--- src/rtl/prc_pkg.sv ---
// Shared types for the polyline rectangle clipper.
// Used by polyline_rect_clipper_unit and its bench; no other dependencies.
`default_nettype none

package prc_pkg;

   // sequencer states, one-hot
   typedef enum logic [6:0] {
      S_IDLE = 7'b0000001,
      S_ONE  = 7'b0000010,
      S_BOTH = 7'b0000100,
      S_MUL  = 7'b0001000,
      S_DIV  = 7'b0010000,
      S_FIX  = 7'b0100000,
      S_OUT  = 7'b1000000
   } state_type;

   // what the previous point was
   typedef enum logic [1:0] {
      M_IN     = 2'd0,
      M_ABSENT = 2'd1,
      M_OUT    = 2'd2
   } mode_type;

   // which edge-crossing division is running
   typedef enum logic [1:0] {
      PH_ONE_A  = 2'd0,
      PH_ONE_B  = 2'd1,
      PH_BOTH_A = 2'd2,
      PH_BOTH_B = 2'd3
   } phase_type;

   // pen commands
   localparam logic CMD_MOVE   = 1'b0;
   localparam logic CMD_VECTOR = 1'b1;

   // register indexes on the csr port
   localparam logic [1:0] REG_LEFT   = 2'd0;
   localparam logic [1:0] REG_RIGHT  = 2'd1;
   localparam logic [1:0] REG_BOTTOM = 2'd2;
   localparam logic [1:0] REG_TOP    = 2'd3;

endpackage

`default_nettype wire

--- src/rtl/polyline_rect_clipper_unit.sv ---
// Polyline rectangle clipper: turns polyline points into clipped pen commands.
// Depends on prc_pkg for state, mode and phase types and command codes.
//
// Usage:
//   req_*  : one beat per point. tdata = {point_y, point_x}, tuser[0] = point
//            missing, tuser[1] = curve start.
//   rsp_*  : zero, one or two beats per point. tdata = {out_y, out_x},
//            tuser[0] = command (0 move, 1 vector), tlast on the final beat
//            that a point produces.
//   csr_*  : write-only clip edges: 0 left, 1 right, 2 bottom, 3 top.
// Sequencing: one point at a time. A point needing no division goes from idle,
//   perhaps through S_ONE or S_BOTH, on to its output beats, if any. Each division
//   runs a multiply state, 2*COORD_BITS+2 restoring steps and a fix-up state on
//   the shared unit. A point needs up to four divisions.
//   req_tready is high only while the sequencer is idle.
// Reset: edges go to 0/1023/0/767, the previous point becomes absent.
// Stall: results wait in a two-entry buffer while rsp_tready is low; no
//   further point is taken until the last beat is delivered.
`default_nettype none

module polyline_rect_clipper_unit
   import prc_pkg::*;
#(
   parameter int COORD_BITS = 16
) (
   input  wire logic                                   clock,
   input  wire logic                                   reset,
   // point beats
   input  wire logic                                   req_tvalid,
   output logic                                        req_tready,
   input  wire logic [((2*COORD_BITS+7)/8)*8-1:0]      req_tdata,  // point_x, point_y, pad
   input  wire logic [1:0]                             req_tuser,  // point_missing, curve_start
   // command beats
   output logic                                        rsp_tvalid,
   input  wire logic                                   rsp_tready,
   output logic [((2*COORD_BITS+7)/8)*8-1:0]           rsp_tdata,  // out_x, out_y, pad
   output logic [0:0]                                  rsp_tuser,  // command
   output logic                                        rsp_tlast,
   // register writes
   input  wire logic                                   csr_wen,
   input  wire logic [1:0]                             csr_index,
   input  wire logic [COORD_BITS-1:0]                  csr_wdata
);

   localparam int C  = COORD_BITS;
   localparam int DW = C + 1;            // coordinate differences
   localparam int MW = 2 * C + 2;        // product / quotient magnitude
   localparam int SW = MW + 2;           // signed crossing result
   localparam int CW = $clog2(MW);
   localparam int TW = ((2 * C + 7) / 8) * 8;
   localparam logic [MW-1:0] QLIM = MW'(64'd1 << 40);

   typedef logic signed [C-1:0]  crd_type;
   typedef logic signed [DW-1:0] dif_type;
   typedef logic signed [SW-1:0] wid_type;

   // clamp up to lo, then down to hi
   function automatic crd_type clampc(input crd_type v, input crd_type lo, input crd_type hi);
      crd_type t;
      t = (v >= lo) ? v : lo;
      return (t <= hi) ? t : hi;
   endfunction

   // true when clamping leaves v unchanged (also for an empty range)
   function automatic logic in_range(input wid_type v, input crd_type lo, input crd_type hi);
      wid_type wl;
      wid_type wh;
      wl = SW'(lo);
      wh = SW'(hi);
      return ((v >= wl) && (v <= wh)) || ((lo > hi) && (v == wh));
   endfunction

   // registers
   state_type      state_ff, state_in;
   phase_type      phase_ff, phase_in;
   mode_type       mode_ff, mode_in;
   crd_type        left_ff, left_in, right_ff, right_in;
   crd_type        bottom_ff, bottom_in, top_ff, top_in;
   crd_type        prev_x_ff, prev_x_in, prev_y_ff, prev_y_in;
   crd_type        ix_ff, ix_in, iy_ff, iy_in, ox_ff, ox_in, oy_ff, oy_in;
   crd_type        ax_ff, ax_in, ay_ff, ay_in;
   dif_type        dx_ff, dx_in, dy_ff, dy_in;
   dif_type        a_ff, a_in, b_ff, b_in, c_ff, c_in;
   crd_type        base_ff, base_in;
   logic [MW-1:0]  prod_ff, prod_in;
   logic [DW-1:0]  rem_ff, rem_in, uc_ff, uc_in;
   logic           neg_ff, neg_in;
   logic [CW-1:0]  cnt_ff, cnt_in;
   logic           bufc_ff [2];
   logic           bufc_in [2];
   crd_type        bufx_ff [2];
   crd_type        bufx_in [2];
   crd_type        bufy_ff [2];
   crd_type        bufy_in [2];
   logic [1:0]     n_ff, n_in;
   logic           rd_ff, rd_in;
   logic           dest_ff, dest_in;

   // next-state logic
   always_comb begin
      crd_type       px, py, ex1, ey1, ex2, ey2, eg;
      mode_type      mv;
      logic          pin;
      dif_type       ddx, ddy;
      logic [DW-1:0] ua, ub;
      logic [DW:0]   tr, ucx;
      logic          ge;
      logic [MW-1:0] qmag;
      wid_type       qs, v;

      state_in  = state_ff;
      phase_in  = phase_ff;
      mode_in   = mode_ff;
      left_in   = left_ff;
      right_in  = right_ff;
      bottom_in = bottom_ff;
      top_in    = top_ff;
      prev_x_in = prev_x_ff;
      prev_y_in = prev_y_ff;
      ix_in = ix_ff;  iy_in = iy_ff;  ox_in = ox_ff;  oy_in = oy_ff;
      ax_in = ax_ff;  ay_in = ay_ff;
      dx_in = dx_ff;  dy_in = dy_ff;
      a_in  = a_ff;   b_in  = b_ff;   c_in  = c_ff;   base_in = base_ff;
      prod_in = prod_ff;
      rem_in  = rem_ff;
      uc_in   = uc_ff;
      neg_in  = neg_ff;
      cnt_in  = cnt_ff;
      bufc_in = bufc_ff;
      bufx_in = bufx_ff;
      bufy_in = bufy_ff;
      n_in    = n_ff;
      rd_in   = rd_ff;
      dest_in = dest_ff;

      px  = crd_type'(req_tdata[C-1:0]);
      py  = crd_type'(req_tdata[2*C-1:C]);
      mv  = req_tuser[1] ? M_ABSENT : mode_ff;
      pin = in_range(SW'(px), left_ff, right_ff) && in_range(SW'(py), bottom_ff, top_ff);
      ex1 = clampc(ax_ff, left_ff, right_ff);
      ey1 = clampc(ay_ff, bottom_ff, top_ff);
      ex2 = clampc(ox_ff, left_ff, right_ff);
      ey2 = clampc(oy_ff, bottom_ff, top_ff);
      ddx = '0;
      ddy = '0;
      eg  = '0;
      ua  = a_ff[DW-1] ? DW'(-a_ff) : DW'(a_ff);
      ub  = b_ff[DW-1] ? DW'(-b_ff) : DW'(b_ff);
      tr  = {rem_ff, prod_ff[MW-1]};
      ucx = {1'b0, uc_ff};
      ge  = (tr >= ucx);
      if (uc_ff == '0)
         qmag = '0;
      else if ((MW > 41) && (prod_ff > QLIM))
         qmag = QLIM;
      else
         qmag = prod_ff;
      qs = neg_ff ? -wid_type'(SW'(qmag)) : wid_type'(SW'(qmag));
      v  = wid_type'(SW'(base_ff)) + qs;

      // configuration writes
      if (csr_wen) begin
         unique case (csr_index)
            REG_LEFT:   left_in   = crd_type'(csr_wdata);
            REG_RIGHT:  right_in  = crd_type'(csr_wdata);
            REG_BOTTOM: bottom_in = crd_type'(csr_wdata);
            REG_TOP:    top_in    = crd_type'(csr_wdata);
            default: ;
         endcase
      end

      unique case (state_ff)
         // take a point and pick the case
         S_IDLE: begin
            if (req_tvalid) begin
               rd_in = 1'b0;
               if (req_tuser[0]) begin
                  mode_in = M_ABSENT;
               end else begin
                  prev_x_in = px;
                  prev_y_in = py;
                  if (pin) begin
                     mode_in = M_IN;
                     unique case (mv)
                        M_ABSENT: begin
                           bufc_in[0] = CMD_MOVE; bufx_in[0] = px; bufy_in[0] = py;
                           n_in = 2'd1;
                           state_in = S_OUT;
                        end
                        M_IN: begin
                           bufc_in[0] = CMD_MOVE; bufx_in[0] = prev_x_ff;
                           bufy_in[0] = prev_y_ff;
                           bufc_in[1] = CMD_VECTOR; bufx_in[1] = px; bufy_in[1] = py;
                           n_in = 2'd2;
                           state_in = S_OUT;
                        end
                        M_OUT: begin
                           ix_in = px; iy_in = py; ox_in = prev_x_ff; oy_in = prev_y_ff;
                           dest_in = 1'b0;
                           bufc_in[0] = CMD_MOVE;
                           bufc_in[1] = CMD_VECTOR; bufx_in[1] = px; bufy_in[1] = py;
                           n_in = 2'd2;
                           state_in = S_ONE;
                        end
                        default: ;
                     endcase
                  end else begin
                     mode_in = M_OUT;
                     unique case (mv)
                        M_IN: begin
                           ix_in = prev_x_ff; iy_in = prev_y_ff; ox_in = px; oy_in = py;
                           dest_in = 1'b0;
                           bufc_in[0] = CMD_VECTOR;
                           n_in = 2'd1;
                           state_in = S_ONE;
                        end
                        M_OUT: begin
                           ax_in = prev_x_ff; ay_in = prev_y_ff; ox_in = px; oy_in = py;
                           bufc_in[0] = CMD_MOVE;
                           bufc_in[1] = CMD_VECTOR;
                           n_in = 2'd2;
                           state_in = S_BOTH;
                        end
                        default: ;
                     endcase
                  end
               end
            end
         end

         // pull the outer point onto the frame
         S_ONE: begin
            ddx = DW'(ox_ff) - DW'(ix_ff);
            ddy = DW'(oy_ff) - DW'(iy_ff);
            dx_in = ddx;
            dy_in = ddy;
            if ((ddx == '0) || (ddy == '0)) begin
               bufx_in[dest_ff] = ex2;
               bufy_in[dest_ff] = ey2;
               state_in = S_OUT;
            end else begin
               eg = ddx[DW-1] ? left_ff : right_ff;
               bufx_in[dest_ff] = eg;
               a_in = ddy;
               b_in = DW'(eg) - DW'(ix_ff);
               c_in = ddx;
               base_in  = iy_ff;
               phase_in = PH_ONE_A;
               state_in = S_MUL;
            end
         end

         // segment between two outside points
         S_BOTH: begin
            ddx = DW'(ox_ff) - DW'(ax_ff);
            ddy = DW'(oy_ff) - DW'(ay_ff);
            dx_in = ddx;
            dy_in = ddy;
            if (ddx == '0) begin
               if ((ax_ff != ex1) || (ey1 == ey2)) begin
                  state_in = S_IDLE;
               end else begin
                  bufx_in[0] = ax_ff; bufy_in[0] = ey1;
                  bufx_in[1] = ox_ff; bufy_in[1] = ey2;
                  state_in = S_OUT;
               end
            end else if (ddy == '0) begin
               if ((ay_ff != ey1) || (ex1 == ex2)) begin
                  state_in = S_IDLE;
               end else begin
                  bufx_in[0] = ex1; bufy_in[0] = ay_ff;
                  bufx_in[1] = ex2; bufy_in[1] = oy_ff;
                  state_in = S_OUT;
               end
            end else if ((ex1 == ex2) || (ey1 == ey2)) begin
               state_in = S_IDLE;
            end else begin
               bufx_in[0] = ex1;
               a_in = ddy;
               b_in = DW'(ex1) - DW'(ax_ff);
               c_in = ddx;
               base_in  = ay_ff;
               phase_in = PH_BOTH_A;
               state_in = S_MUL;
            end
         end

         // magnitudes and product
         S_MUL: begin
            prod_in = MW'(ua) * MW'(ub);
            uc_in   = c_ff[DW-1] ? DW'(-c_ff) : DW'(c_ff);
            neg_in  = a_ff[DW-1] ^ b_ff[DW-1] ^ c_ff[DW-1];
            rem_in  = '0;
            cnt_in  = '0;
            state_in = S_DIV;
         end

         // restoring divide, one quotient bit a cycle
         S_DIV: begin
            rem_in  = ge ? DW'(tr - ucx) : DW'(tr);
            prod_in = {prod_ff[MW-2:0], ge};
            cnt_in  = cnt_ff + 1'b1;
            if (cnt_ff == CW'(MW - 1))
               state_in = S_FIX;
         end

         // apply the signed quotient and continue
         S_FIX: begin
            unique case (phase_ff)
               PH_ONE_A: begin
                  if (in_range(v, bottom_ff, top_ff)) begin
                     bufy_in[dest_ff] = v[C-1:0];
                     state_in = S_OUT;
                  end else begin
                     eg = dy_ff[DW-1] ? bottom_ff : top_ff;
                     bufy_in[dest_ff] = eg;
                     a_in = DW'(eg) - DW'(iy_ff);
                     b_in = dx_ff;
                     c_in = dy_ff;
                     base_in  = ix_ff;
                     phase_in = PH_ONE_B;
                     state_in = S_MUL;
                  end
               end
               PH_ONE_B: begin
                  bufx_in[dest_ff] = v[C-1:0];
                  state_in = S_OUT;
               end
               PH_BOTH_A: begin
                  if (in_range(v, bottom_ff, top_ff)) begin
                     bufy_in[0] = v[C-1:0];
                     ix_in = bufx_ff[0];
                     iy_in = v[C-1:0];
                     dest_in  = 1'b1;
                     state_in = S_ONE;
                  end else begin
                     bufy_in[0] = ey1;
                     a_in = DW'(ey1) - DW'(ay_ff);
                     b_in = dx_ff;
                     c_in = dy_ff;
                     base_in  = ax_ff;
                     phase_in = PH_BOTH_B;
                     state_in = S_MUL;
                  end
               end
               PH_BOTH_B: begin
                  if (!in_range(v, left_ff, right_ff)) begin
                     state_in = S_IDLE;
                  end else begin
                     bufx_in[0] = v[C-1:0];
                     ix_in = v[C-1:0];
                     iy_in = bufy_ff[0];
                     dest_in  = 1'b1;
                     state_in = S_ONE;
                  end
               end
               default: ;
            endcase
         end

         // hand out the buffered beats
         S_OUT: begin
            if (rsp_tready) begin
               if (rsp_tlast)
                  state_in = S_IDLE;
               else
                  rd_in = 1'b1;
            end
         end

         default: state_in = S_IDLE;
      endcase
   end

   // ports
   assign req_tready = (state_ff == S_IDLE);
   assign rsp_tvalid = (state_ff == S_OUT);
   assign rsp_tdata  = TW'({bufy_ff[rd_ff], bufx_ff[rd_ff]});
   assign rsp_tuser  = bufc_ff[rd_ff];
   assign rsp_tlast  = (n_ff == 2'd1) || rd_ff;

   // control state
   always_ff @(posedge clock) begin
      if (reset) begin
         state_ff  <= S_IDLE;
         mode_ff   <= M_ABSENT;
         left_ff   <= '0;
         right_ff  <= C'(1023);
         bottom_ff <= '0;
         top_ff    <= C'(767);
         prev_x_ff <= '0;
         prev_y_ff <= '0;
         rd_ff     <= 1'b0;
         n_ff      <= '0;
      end else begin
         state_ff  <= state_in;
         mode_ff   <= mode_in;
         left_ff   <= left_in;
         right_ff  <= right_in;
         bottom_ff <= bottom_in;
         top_ff    <= top_in;
         prev_x_ff <= prev_x_in;
         prev_y_ff <= prev_y_in;
         rd_ff     <= rd_in;
         n_ff      <= n_in;
      end
   end

   // datapath
   always_ff @(posedge clock) begin
      phase_ff <= phase_in;
      ix_ff    <= ix_in;
      iy_ff    <= iy_in;
      ox_ff    <= ox_in;
      oy_ff    <= oy_in;
      ax_ff    <= ax_in;
      ay_ff    <= ay_in;
      dx_ff    <= dx_in;
      dy_ff    <= dy_in;
      a_ff     <= a_in;
      b_ff     <= b_in;
      c_ff     <= c_in;
      base_ff  <= base_in;
      prod_ff  <= prod_in;
      rem_ff   <= rem_in;
      uc_ff    <= uc_in;
      neg_ff   <= neg_in;
      cnt_ff   <= cnt_in;
      bufc_ff  <= bufc_in;
      bufx_ff  <= bufx_in;
      bufy_ff  <= bufy_in;
      dest_ff  <= dest_in;
   end

endmodule

`default_nettype wire

--- config.mk ---
export PLATFORM = sky130hd
export DESIGN_NAME = polyline_rect_clipper_unit
export DESIGN_NICKNAME = d
export VERILOG_FILES = /design/src/rtl/prc_pkg.sv /design/src/rtl/polyline_rect_clipper_unit.sv
export SDC_FILE = /design/constraint.sdc
export NUM_CORES = 2
export LEC_CHECK = 0
export CAP_MARGIN = 20
export CORE_ASPECT_RATIO = 0.75
export CORE_MARGIN = 4
export CORE_UTILIZATION = 50
export CTS_CLUSTER_SIZE = 25
export DETAILED_ROUTE_END_ITERATION = 10
export DONT_BUFFER_PORTS = 1
export PLACE_DENSITY = 0.64
export SKIP_LAST_GASP = 1
export SLEW_MARGIN = 20
export SYNTH_ARGS = -nofsm -noshare
export SYNTH_HDL_FRONTEND = slang
export SYNTH_SLANG_ARGS = --single-unit
--- constraint.sdc ---
create_clock -name clock -period 13.31 [get_ports clock]
set_clock_uncertainty 0.2 [all_clocks]
set_input_delay 2.662 -clock clock [delete_from_list [all_inputs] [get_ports clock]]
set_output_delay 2.662 -clock clock [all_outputs]
set_load 0.05 [all_outputs]
==> impl_metrics.csv <==
group,metric,value,unit
logic_synthesis,seq_area_frac_synth,0.228,
final_layout,syn_to_final_growth,7.21,%
logic_synthesis,synth_most_common_cell,"nand2_1",
timing,hold_violations,0,
logic_synthesis,synth_area,0.0542,sq mm
clock_tree,clockBufferDepth,3,
clock_tree,hold_buffers,0,
detailed_routing,vias,53387,
detailed_routing,wl_per_cell,29.0,um
critical_path,path_common_cell,"o21ai_0",
logic_synthesis,synthDistinctLibCells,89,
critical_path,start_kind,"register",
clock_tree,path_clk_slew,0.08,ns
critical_path,required,13.46,ns
placement,gp_congestion,1.03,
critical_path,crit_arrival,11.01,ns
timing,slew_headroom,0.144,
timing,setup_viol,0,
timing,tns,0,ns
detailed_routing,dr.pass1.iters,7,
global_route,antenna_found_initial,14,
clock_tree,cts_tree,"yes",
die,die_x,388,um
logic_synthesis,synth_commonest_cells,"1,043 x nand2_1, 666 x ha_1, 543 x inv_1",
die,rows,104,
detailed_routing,vias_per_cell,6.68,
critical_path,cp_max_fo,28,
global_route,grt_pass1_wl,335000,um
placement,portBuffers,0,
critical_path,end_kind,"register",
die,die_y,293,um
clock_tree,clock_latency,0.66,ns
logic_synthesis,synth_top_cell_by_area,"edfxtp_1",
clock_tree,cts-htree-levels,2,
logic_synthesis,avgSynthCellArea,8.20,sq um
logic_synthesis,synth_cells,6608,
placement,place_hpwl,181000,um
final_layout,fill_cells,10203,
clock_tree,cts_buffers,51,
critical_path,cp_slowest_cell,"o311ai_0",
detailed_routing,wl,232000,um
final_layout,drive_gt1_frac,0.0586,
pwr,p_leak,25.3,nW
clock_tree,cts.sinks,448,
pwr,p_per_area,82.4,mW/mm^2
global_route,overflow,0,
clock_tree,cts_setup_buffers,0,
detailed_routing,ant_nets,0,
logic_synthesis,synthTopCellsByArea,"edfxtp_1 19%, ha_1 15%, fa_1 8.6%",
critical_path,max_stage_delay,0.83,ns
die,die_area,0.114,sq mm
final_layout,final_cells,7992,
die,core,0.107,sq mm
placement,place_area,0.0562,sq mm
die,ios,93,
clock_tree,cts_root_buf,"clkbuf_16",
final_layout,fin_area,0.0581,sq mm
logic_synthesis,syn-num-nets,7565,
timing,tightestPinTransition,1.27,ns
timing,rsz0062_at_grt,"no",
placement,dp.cells,7884,
logic_synthesis,synthArstFlopShare,0,
logic_synthesis,netlist.area_leader.share,0.188,
logic_synthesis,yosys_warnings,0,
run,cap_violations,0,
die,initial_core_util,0.504,
logic_synthesis,synth_seq_cells,448,
timing,post-route-period-util,0.816,
clock_tree,cts_resized,0,
pwr,ir_worst_vdd,0.110,mV
min_path,hold_class,"reg -> reg",
detailed_routing,drt_iter0_markers,8124,
global_route,grt_pass1_vias,48398,
timing,slew_viol_final,0,
final_layout,fin_nets,7466,
global_route,grt_usage,0.395,
logic_synthesis,synth_flop_cell,"edfxtp_1",
critical_path,path_class,"reg -> reg",
run_status,status,"completed",
logic_synthesis,synth_edf_count,340,
timing,finalCriticalPeriod,10.86,ns
global_route,grt_max_degree,107,
detailed_routing,route.detailed.drc,0,
timing,fmaxAchievable,92.1,MHz
## routing by layer
layer  vias to the layer above  GRT usage  wire [um]
li1                      23482          -          -
met1                     25316      0.573      96200
met2                      3898      0.520      86100
met3                       683      0.141      36900
met4                         8      0.177      12900
met5                         -          0         46
## through the flow
stage	hold WS, ns	total power (W)	util	worst slack, ns
after floorplan	0.250	0.00267	-	3.04
after detailed placement	0.278	0.00317	0.523	2.35
after CTS	0.296	0.00473	0.539	2.24
after global placement	0.271	0.00315	0.523	2.44
final	0.301	0.00479	0.541	2.45
after global routing	0.323	0.00497	0.540	1.55
## sequential cells by signal, indices dropped and copies added, names as in the netlist, 17 cells and up
register / count
rem_ff: 17
uc_ff: 17
c_ff: 17
b_ff: 17
a_ff: 17
prod_ff: 34
bufx_ff: 32
dy_ff: 17
bufy_ff: 32
dx_ff: 17
## layout make-up
type                       count  area [sq um]  area share
clock buffer                  56          1360      0.0234
antenna                        9          22.5    0.000388
tap                         1431          1790      0.0308
multi-input combinational   5321         38900       0.670
inverter                     547          2060      0.0354
sequential                   448         12400       0.213
timing repair buffer         140          1110      0.0191
clock inverter                40           440     0.00758
## logic make-up (layout without fill, tap and decap cells)
group           Yosys count  after routing  synth area share
mux                     202            202            0.0383
xor+xnor                256            256            0.0414
fa+ha+maj               900            900             0.240
simple gates           2256           2256             0.189
flops                   448            448             0.228
buf+inv                 839            783            0.0587
other cells               0              9                 0
compound gates         1707           1707             0.204
## critical path, delay by kind of cell (launching register included)
kind | cells | cell delay [ns]
compound gates | 18 | 5.30
fa+ha+maj | 3 | 0.98
buf+inv | 1 | 0.32
simple gates | 13 | 3.29
flops | 1 | 0.43
## report_power, final
part | switching (W) | leakage [nW] | internal [W] | total [W]
sequential | 0.0000458 | 3.92 | 0.00158 | 0.00163
clock | 0.000731 | 0.866 | 0.000857 | 0.00159
combinational | 0.00102 | 20.5 | 0.000558 | 0.00157
## layout by cell type (no fill, tap or decap), types with 35 or more instances in the layout
| cell | n |
|---|---|
| nor2b_1 | 77 |
| a21oi_1 | 443 |
| o21a_1 | 58 |
| a31oi_1 | 83 |
| o211ai_1 | 87 |
| a21boi_0 | 35 |
| nor3_1 | 74 |
| xnor2_1 | 160 |
| nand2b_1 | 57 |
| nand3_1 | 119 |
| or3_1 | 46 |
| nor4_1 | 46 |
| o31ai_1 | 67 |
| or2_2 | 39 |
| a21o_1 | 156 |
| xor2_1 | 92 |
| fa_1 | 234 |
| dfxtp_1 | 107 |
| nor2_1 | 461 |
| nand4_1 | 107 |
| a211oi_1 | 76 |
| and3_1 | 43 |
| o22ai_1 | 52 |
| edfxtp_1 | 340 |
| inv_1 | 542 |
| nand2_1 | 1042 |
| and2_1 | 36 |
| mux2i_1 | 159 |
| buf_4 | 137 |
| ha_1 | 666 |
| mux2_2 | 41 |
| clkbuf_16 | 53 |
| o21ai_0 | 342 |
## worst paths after layout
kind / from / end / slack (ns) / cells after the start
min: n_ff[1] / n_ff[1] / 0.30 / 2
max: uc_ff[1] / iy_ff[3] / 2.45 / 35
max reg2reg: uc_ff[1] / iy_ff[3] / 2.45 / 35
min reg2reg: n_ff[1] / n_ff[1] / 0.30 / 2
(Power assumes the default switching activity.)
